$ cat src/sv/tld_pkg.sv
// ----------------------------------------------------------------------------
// tld_pkg
// Shared types, codes and defaults for the cooked terminal line discipline.
// ----------------------------------------------------------------------------
package tld_pkg;

   localparam int IN_DEPTH_DEF  = 256;
   localparam int OUT_DEPTH_DEF = 256;
   localparam int LINE_MAX_DEF  = 64;

   localparam logic [1:0] OP_KEY   = 2'd0;
   localparam logic [1:0] OP_HOST  = 2'd1;
   localparam logic [1:0] OP_READ  = 2'd2;
   localparam logic [1:0] OP_DRAIN = 2'd3;

   localparam logic [1:0] KIND_STATUS = 2'd0;
   localparam logic [1:0] KIND_LINE   = 2'd1;
   localparam logic [1:0] KIND_OUT    = 2'd2;
   localparam logic [1:0] KIND_EMPTY  = 2'd3;

   localparam logic [2:0] REG_ECHO_ENABLE   = 3'd0;
   localparam logic [2:0] REG_OUT_CRLF      = 3'd1;
   localparam logic [2:0] REG_IN_NL_TO_CRNL = 3'd2;
   localparam logic [2:0] REG_EOF_ENABLE    = 3'd3;
   localparam logic [2:0] REG_EOF_CHAR      = 3'd4;

   localparam logic [7:0] CH_BS = 8'h08;
   localparam logic [7:0] CH_LF = 8'h0A;
   localparam logic [7:0] CH_CR = 8'h0D;

   typedef struct packed {
      logic [1:0] req_type;
      logic [7:0] data_byte;
      logic [6:0] read_limit;
   } tld_req_type;

   typedef struct packed {
      logic [1:0] result_kind;
      logic [7:0] out_byte;
      logic       status;
      logic       last;
   } tld_rsp_type;

   // decoded command held in the queue between front and back
   typedef struct packed {
      logic [1:0] op;
      logic [7:0] data_byte;
      logic       is_lf;
      logic [6:0] limit;
   } tld_cmd_type;

   typedef struct packed {
      logic       echo_enable;
      logic       out_crlf;
      logic       in_nl_to_crnl;
      logic       eof_enable;
      logic [7:0] eof_char;
   } tld_cfg_type;

endpackage

$ cat src/sv/tld_front.sv
// ----------------------------------------------------------------------------
// tld_front
// Accepts request transactions, decodes them and queues them for the back end.
// ----------------------------------------------------------------------------
module tld_front #(
   parameter int LINE_MAX = tld_pkg::LINE_MAX_DEF
) (
   input  logic                 clock,
   input  logic                 reset,
   input  logic                 req_valid,
   output logic                 req_stall,
   input  tld_pkg::tld_req_type req_data,
   output logic                 cmd_valid,
   input  logic                 cmd_pop,
   output tld_pkg::tld_cmd_type cmd_data
);

   tld_pkg::tld_cmd_type q_ff [2];
   tld_pkg::tld_cmd_type cmd_new;
   logic       wr_ptr_ff, wr_ptr_in, rd_ptr_ff, rd_ptr_in;
   logic [1:0] count_ff, count_in;
   logic       push;

   assign req_stall = (count_ff == 2'd2);
   assign push      = req_valid && !req_stall;
   assign cmd_valid = (count_ff != 2'd0);
   assign cmd_data  = q_ff[rd_ptr_ff];

   always_comb begin
      cmd_new.op        = req_data.req_type;
      cmd_new.data_byte = req_data.data_byte;
      cmd_new.is_lf     = (req_data.data_byte == tld_pkg::CH_LF);
      // saturate the read limit at the line size
      if (req_data.read_limit > 7'(LINE_MAX)) begin
         cmd_new.limit = 7'(LINE_MAX);
      end else begin
         cmd_new.limit = req_data.read_limit;
      end
   end

   always_comb begin
      wr_ptr_in = push ? !wr_ptr_ff : wr_ptr_ff;
      rd_ptr_in = cmd_pop ? !rd_ptr_ff : rd_ptr_ff;
      count_in  = count_ff + 2'(push) - 2'(cmd_pop);
   end

   always_ff @(posedge clock) begin
      if (reset) begin
         wr_ptr_ff <= 1'b0;
         rd_ptr_ff <= 1'b0;
         count_ff  <= 2'd0;
      end else begin
         wr_ptr_ff <= wr_ptr_in;
         rd_ptr_ff <= rd_ptr_in;
         count_ff  <= count_in;
      end
   end

   always_ff @(posedge clock) begin
      if (push) begin
         q_ff[wr_ptr_ff] <= cmd_new;
      end
   end

endmodule

$ cat config.mk
export PLATFORM = sky130hd
export DESIGN_NAME = tld_front
export DESIGN_NICKNAME = d
export VERILOG_FILES = /design/src/sv/tld_pkg.sv /design/src/sv/tld_front.sv
export SDC_FILE = /design/constraint.sdc
export NUM_CORES = 1
export LEC_CHECK = 0
export BUFFER_PORTS_ARGS = -buffer_cell sky130_fd_sc_hd__buf_2
export CORE_MARGIN = 8
export CORE_UTILIZATION = 50
export DETAILED_ROUTE_END_ITERATION = 10
export PLACE_DENSITY = 0.8
export SKIP_LAST_GASP = 1
export SLEW_MARGIN = 20
export SYNTH_ARGS = -nofsm -noshare
export SYNTH_HDL_FRONTEND = slang
export SYNTH_SLANG_ARGS = --single-unit
$ cat constraint.sdc
create_clock -name clock -period 3 [get_ports clock]
set_input_delay 0.6 -clock clock [delete_from_list [all_inputs] [get_ports clock]]
set_output_delay 0.6 -clock clock [all_outputs]
set_load 0.03 [all_outputs]
# Word-level counts from Yosys, hierarchy flattened
# Memory sizes are Yosys's and may differ from the RTL's. A register that Yosys moved wholly into a read port is not among the register bits.
# Index checks and enable logic that the tools add are counted.
[totals]
reg_bits = 4
mem_bits_rw = 36
inputBits = 21
out_inout_bits = 20
wordCells = 19
n_memories = 1
[memory_table]
columns = ["memory", "depth", "word_bits", "read_ports", "rd_ports_with_merged_regs", "write_ports", "line", "text"]
rows = [
  ["q_ff", 2, 18, 1, 1, 1, "tld_front.sv:18", "tld_pkg::tld_cmd_type q_ff [2];"],
]
[classes]
addsub = 2
magnitude_cmp = 1
eq_ne = 2
muxes = 5
n_reduce_logical = 5
[ops]
columns = ["op", "n"]
rows = [
  ["$eq 8x4->1 const B", 1],
  ["$gt 7x7->1 const B", 1],
  ["$mux 7", 1],
  ["$mux 1", 4],
  ["$logic_not 1->1", 3],
  ["$add 2x1->2", 1],
  ["$eq 2x2->1 const B", 1],
  ["$reduce_bool 2->1", 1],
  ["$sub 2x1->2", 1],
  ["$logic_and 1x1->1", 1],
]

# Longest topological paths before layout
[logic_depth]
ltp_word = 5
mapped_depth = 8
mapped_depth_nobuf = 8

# Worst setup path before layout
# OpenSTA, ideal clock, no wires.
[synth_timing]
kind = "in2reg"
startpoint = "input port req_valid"
endpoint = "memory q_ff[0][0] in the netlist's numbering (enable)"
setup_time_ns = 0.373
arrival_time_ns = 1.360
required_time_ns = 2.627
setup_slack_ns = 1.267
stages = 3
path_buffers = 0
cell_sequence = "inv_1 or3_1 inv_1"
[synth_via]
elab_chain_len = 3
[synth_lines]
columns = ["item", "line", "text"]
rows = [
  ["start, declared", "tld_front.sv:10", "input logic req_valid,"],
  ["$logic_and 1x1->1", "tld_front.sv:25", "assign push = req_valid && !req_stall;"],
  ["$mux 1", "tld_front.sv:60", "if (push) begin"],
  ["$mux 1 (implied by the code)", "tld_front.sv:61", "q_ff[wr_ptr_ff] <= cmd_new;"],
  ["end, declared", "tld_front.sv:18", ""],
]
# No other way between the ends.

==> flow_metrics.env <==
export IMPL_path_class="reg2out"
export IMPL_overflow=0
export IMPL_fin_crit_sh=0.783
export IMPL_cts_setup_buffers=0
export IMPL_antenna_left=0
export IMPL_reg2reg_slack_ns=1.24
export IMPL_period_needed_ns=2.35
export IMPL_h_tree_depth=2
export IMPL_slew_headroom=0.487
export IMPL_clk_path_buf_depth=2
export IMPL_min_path_cells=1
export IMPL_fillers=248
export IMPL_critPathRequiredTime_ns=2.40
export IMPL_synth_warnings=0
export IMPL_dieHeight_microns=72.4
export IMPL_syn_inst=92
export IMPL_timing_fmax_mhz=426
export IMPL_grt_pass1_wl_microns=4270
export IMPL_worstPathArrival_ns=1.75
export IMPL_seq_area_frac_synth=0.742
export IMPL_clk_latency_ns=0.33
export IMPL_core_area_sq_mm=0.00305
export IMPL_grtUsageTotal=0.110
export IMPL_grt_max_degree=19
export IMPL_hold_class="in2reg"
export IMPL_postCtsHoldBufs=0
export IMPL_vias_per_cell=4.92
export IMPL_hold_viol=0
export IMPL_dpl_instance_area_sq_mm=0.00183
export IMPL_met1_usage=0.0983
export IMPL_antenna_found_initial=0
export IMPL_dp_hpwl_microns=2000
export IMPL_port_buffers=40
export IMPL_status="complete, no violations"
export IMPL_ios=41
export IMPL_cts_buffers_inserted=5
export IMPL_die_x_microns=72.4
export IMPL_antenna_diode_count=0
export IMPL_rows=20
export IMPL_cts_tree="done"
export IMPL_tns_ns=0
export IMPL_drtIter0Drc=60
export IMPL_cts_resized=0
export IMPL_synth_cell_types=24
export IMPL_globalRouteMet3Util=0.0413
export IMPL_nNetsFinal=159
export IMPL_fin_skew_ns=0.0146
export IMPL_synth_area_per_cell_sq_um=17.3
export IMPL_layout_drive_gt1_share=0.489
export IMPL_critPathLaunchType="flop"
export IMPL_drc_errors=0
export IMPL_fin_ws_ns=0.650
export IMPL_critPathCaptureType="output port"
export IMPL_seq_area_sq_mm=0.00118
export IMPL_power_density_mw_per_mm2=651
export IMPL_synth_nets=115
export IMPL_root_buffer="clkbuf_4"
export IMPL_path_clk_slew_ns=0.11
export IMPL_setup_viol=0
export IMPL_tightest_slew_ns=0.769
export IMPL_multiInputGateArea_sq_um=377
export IMPL_r2r_cells=4
export IMPL_synthesis_area_sq_mm=0.00159
export IMPL_maxCapViolations=0
export IMPL_clock_sinks=41
export IMPL_syn2layout_area_growth_pct=17.8
export IMPL_crit_fanout=18
export IMPL_gp_congestion=0.695
export IMPL_die_area_sq_mm=0.00525
export IMPL_grt_busiest_layer="met2"
export IMPL_ir_drop_v=0.000375
export IMPL_met2_usage=0.197
export IMPL_initial_utilization=0.522
export IMPL_synth_seq_cells=41
export IMPL_routedWlPerCell_microns=15.2
export IMPL_rsz0062_at_grt="false"
export IMPL_design_area_sq_mm=0.00188
export IMPL_via_count=891
export IMPL_drtPass1Iterations=4
export IMPL_grt_pass1_vias=973
export IMPL_dp_slack_ns=0.961
export IMPL_finalMaxSlewViolations=0
export IMPL_routed_wl_microns=2740
export IMPL_leakage_nw=0.734
final cells by class:
| cell class | instances | area share |
|---|---|---|
| clock inverter | 1 | 0.00200 |
| multi-input combinational | 44 | 0.201 |
| timing repair buffer | 40 | 0.107 |
| clock buffer | 7 | 0.0240 |
| tap | 44 | 0.0293 |
| inverter | 4 | 0.00800 |
| sequential | 41 | 0.629 |
where the power goes:
group / switching (mW) / internal (mW)
logic: 0.168 / 0.0956
registers: 0.0262 / 0.687
clock network: 0.155 / 0.0902
critical path: stages (launching register included):
cell	delay, ns
dfxtp_1	0.83
mux2_2	0.41
buf_2	0.18
flip-flops by register name, indices dropped and copies added, names as in the netlist, named ones only:
signal,flops
rd_ptr_ff,1
wr_ptr_ff,1
q_ff,36
count_ff,2
metal layers:
layer / wire length (microns) / part of all wire / vias up
met4: 85 / 0.031 / 0
met5: 0 / 0 / -
li1: - / - / 424
met1: 1020 / 0.37 / 437
met3: 128 / 0.047 / 10
met2: 1510 / 0.55 / 20
Yosys cell counts, drive strengths merged:
cell type,n,share of area
xnor2,1,0.0055
mux2,18,0.13
inv,4,0.0094
ha,2,0.016
edfxtp,36,0.68
clkbuf,1,0.0024
and3,1,0.0047
nor3,1,0.0031
and2,1,0.0039
nand4bb,1,0.0071
nand2,1,0.0024
a21oi,1,0.0031
or3,1,0.0039
xor2,1,0.0055
dfxtp,5,0.063
or4,1,0.0047
or2,1,0.0039
buf,2,0.010
nor2b,7,0.027
o21ai,1,0.0031
nor2,4,0.0094
nand2b,1,0.0055
cell families (layout without fill, tap and decap cells):
group           count (synthesis)  in the layout  synth area share
simple gates                   20             20            0.0762
mux                            18             18             0.127
flops                          41             41             0.742
fa+ha+maj                       2              2            0.0157
buf+inv                         7             52            0.0220
xor+xnor                        2              2            0.0110
compound gates                  2              2           0.00628
final timing paths:
kind,start,end
min,req_data[16],q_ff[0][17]$_DFFE_PP_
min reg2reg,wr_ptr_ff$_SDFFE_PP0P_,wr_ptr_ff$_SDFFE_PP0P_
max reg2reg,count_ff[0]$_SDFF_PP0_,q_ff[0][5]$_DFFE_PP_
max,flop,cmd_data[10]
metrics by stage:
step	power (mW)	util	hold WS, ns	cells
after floorplan	0.915	-	0.451	92
after global placement	0.985	0.599	0.477	173
after detailed placement	0.997	0.599	0.486	173
after CTS	1.24	0.615	0.430	181
after global routing	1.28	0.615	0.433	181
final	1.22	0.615	0.448	181
placed cells by master, fill, tap and decap left out, drive strengths merged:
master and instances:
nand2b 1, nand2 1, o21ai 1, nor2b 7, clkinv 1, nor3 1
or3 1, nand4bb 1, nor2 4, mux2 18, a21oi 1, buf 40
or2 1, and2 1, or4 1, xor2 1, edfxtp 36, dfxtp 5
xnor2 1, inv 4, and3 1, ha 2, clkbuf 7
No activity file was read; power rests on OpenSTA's default activity.
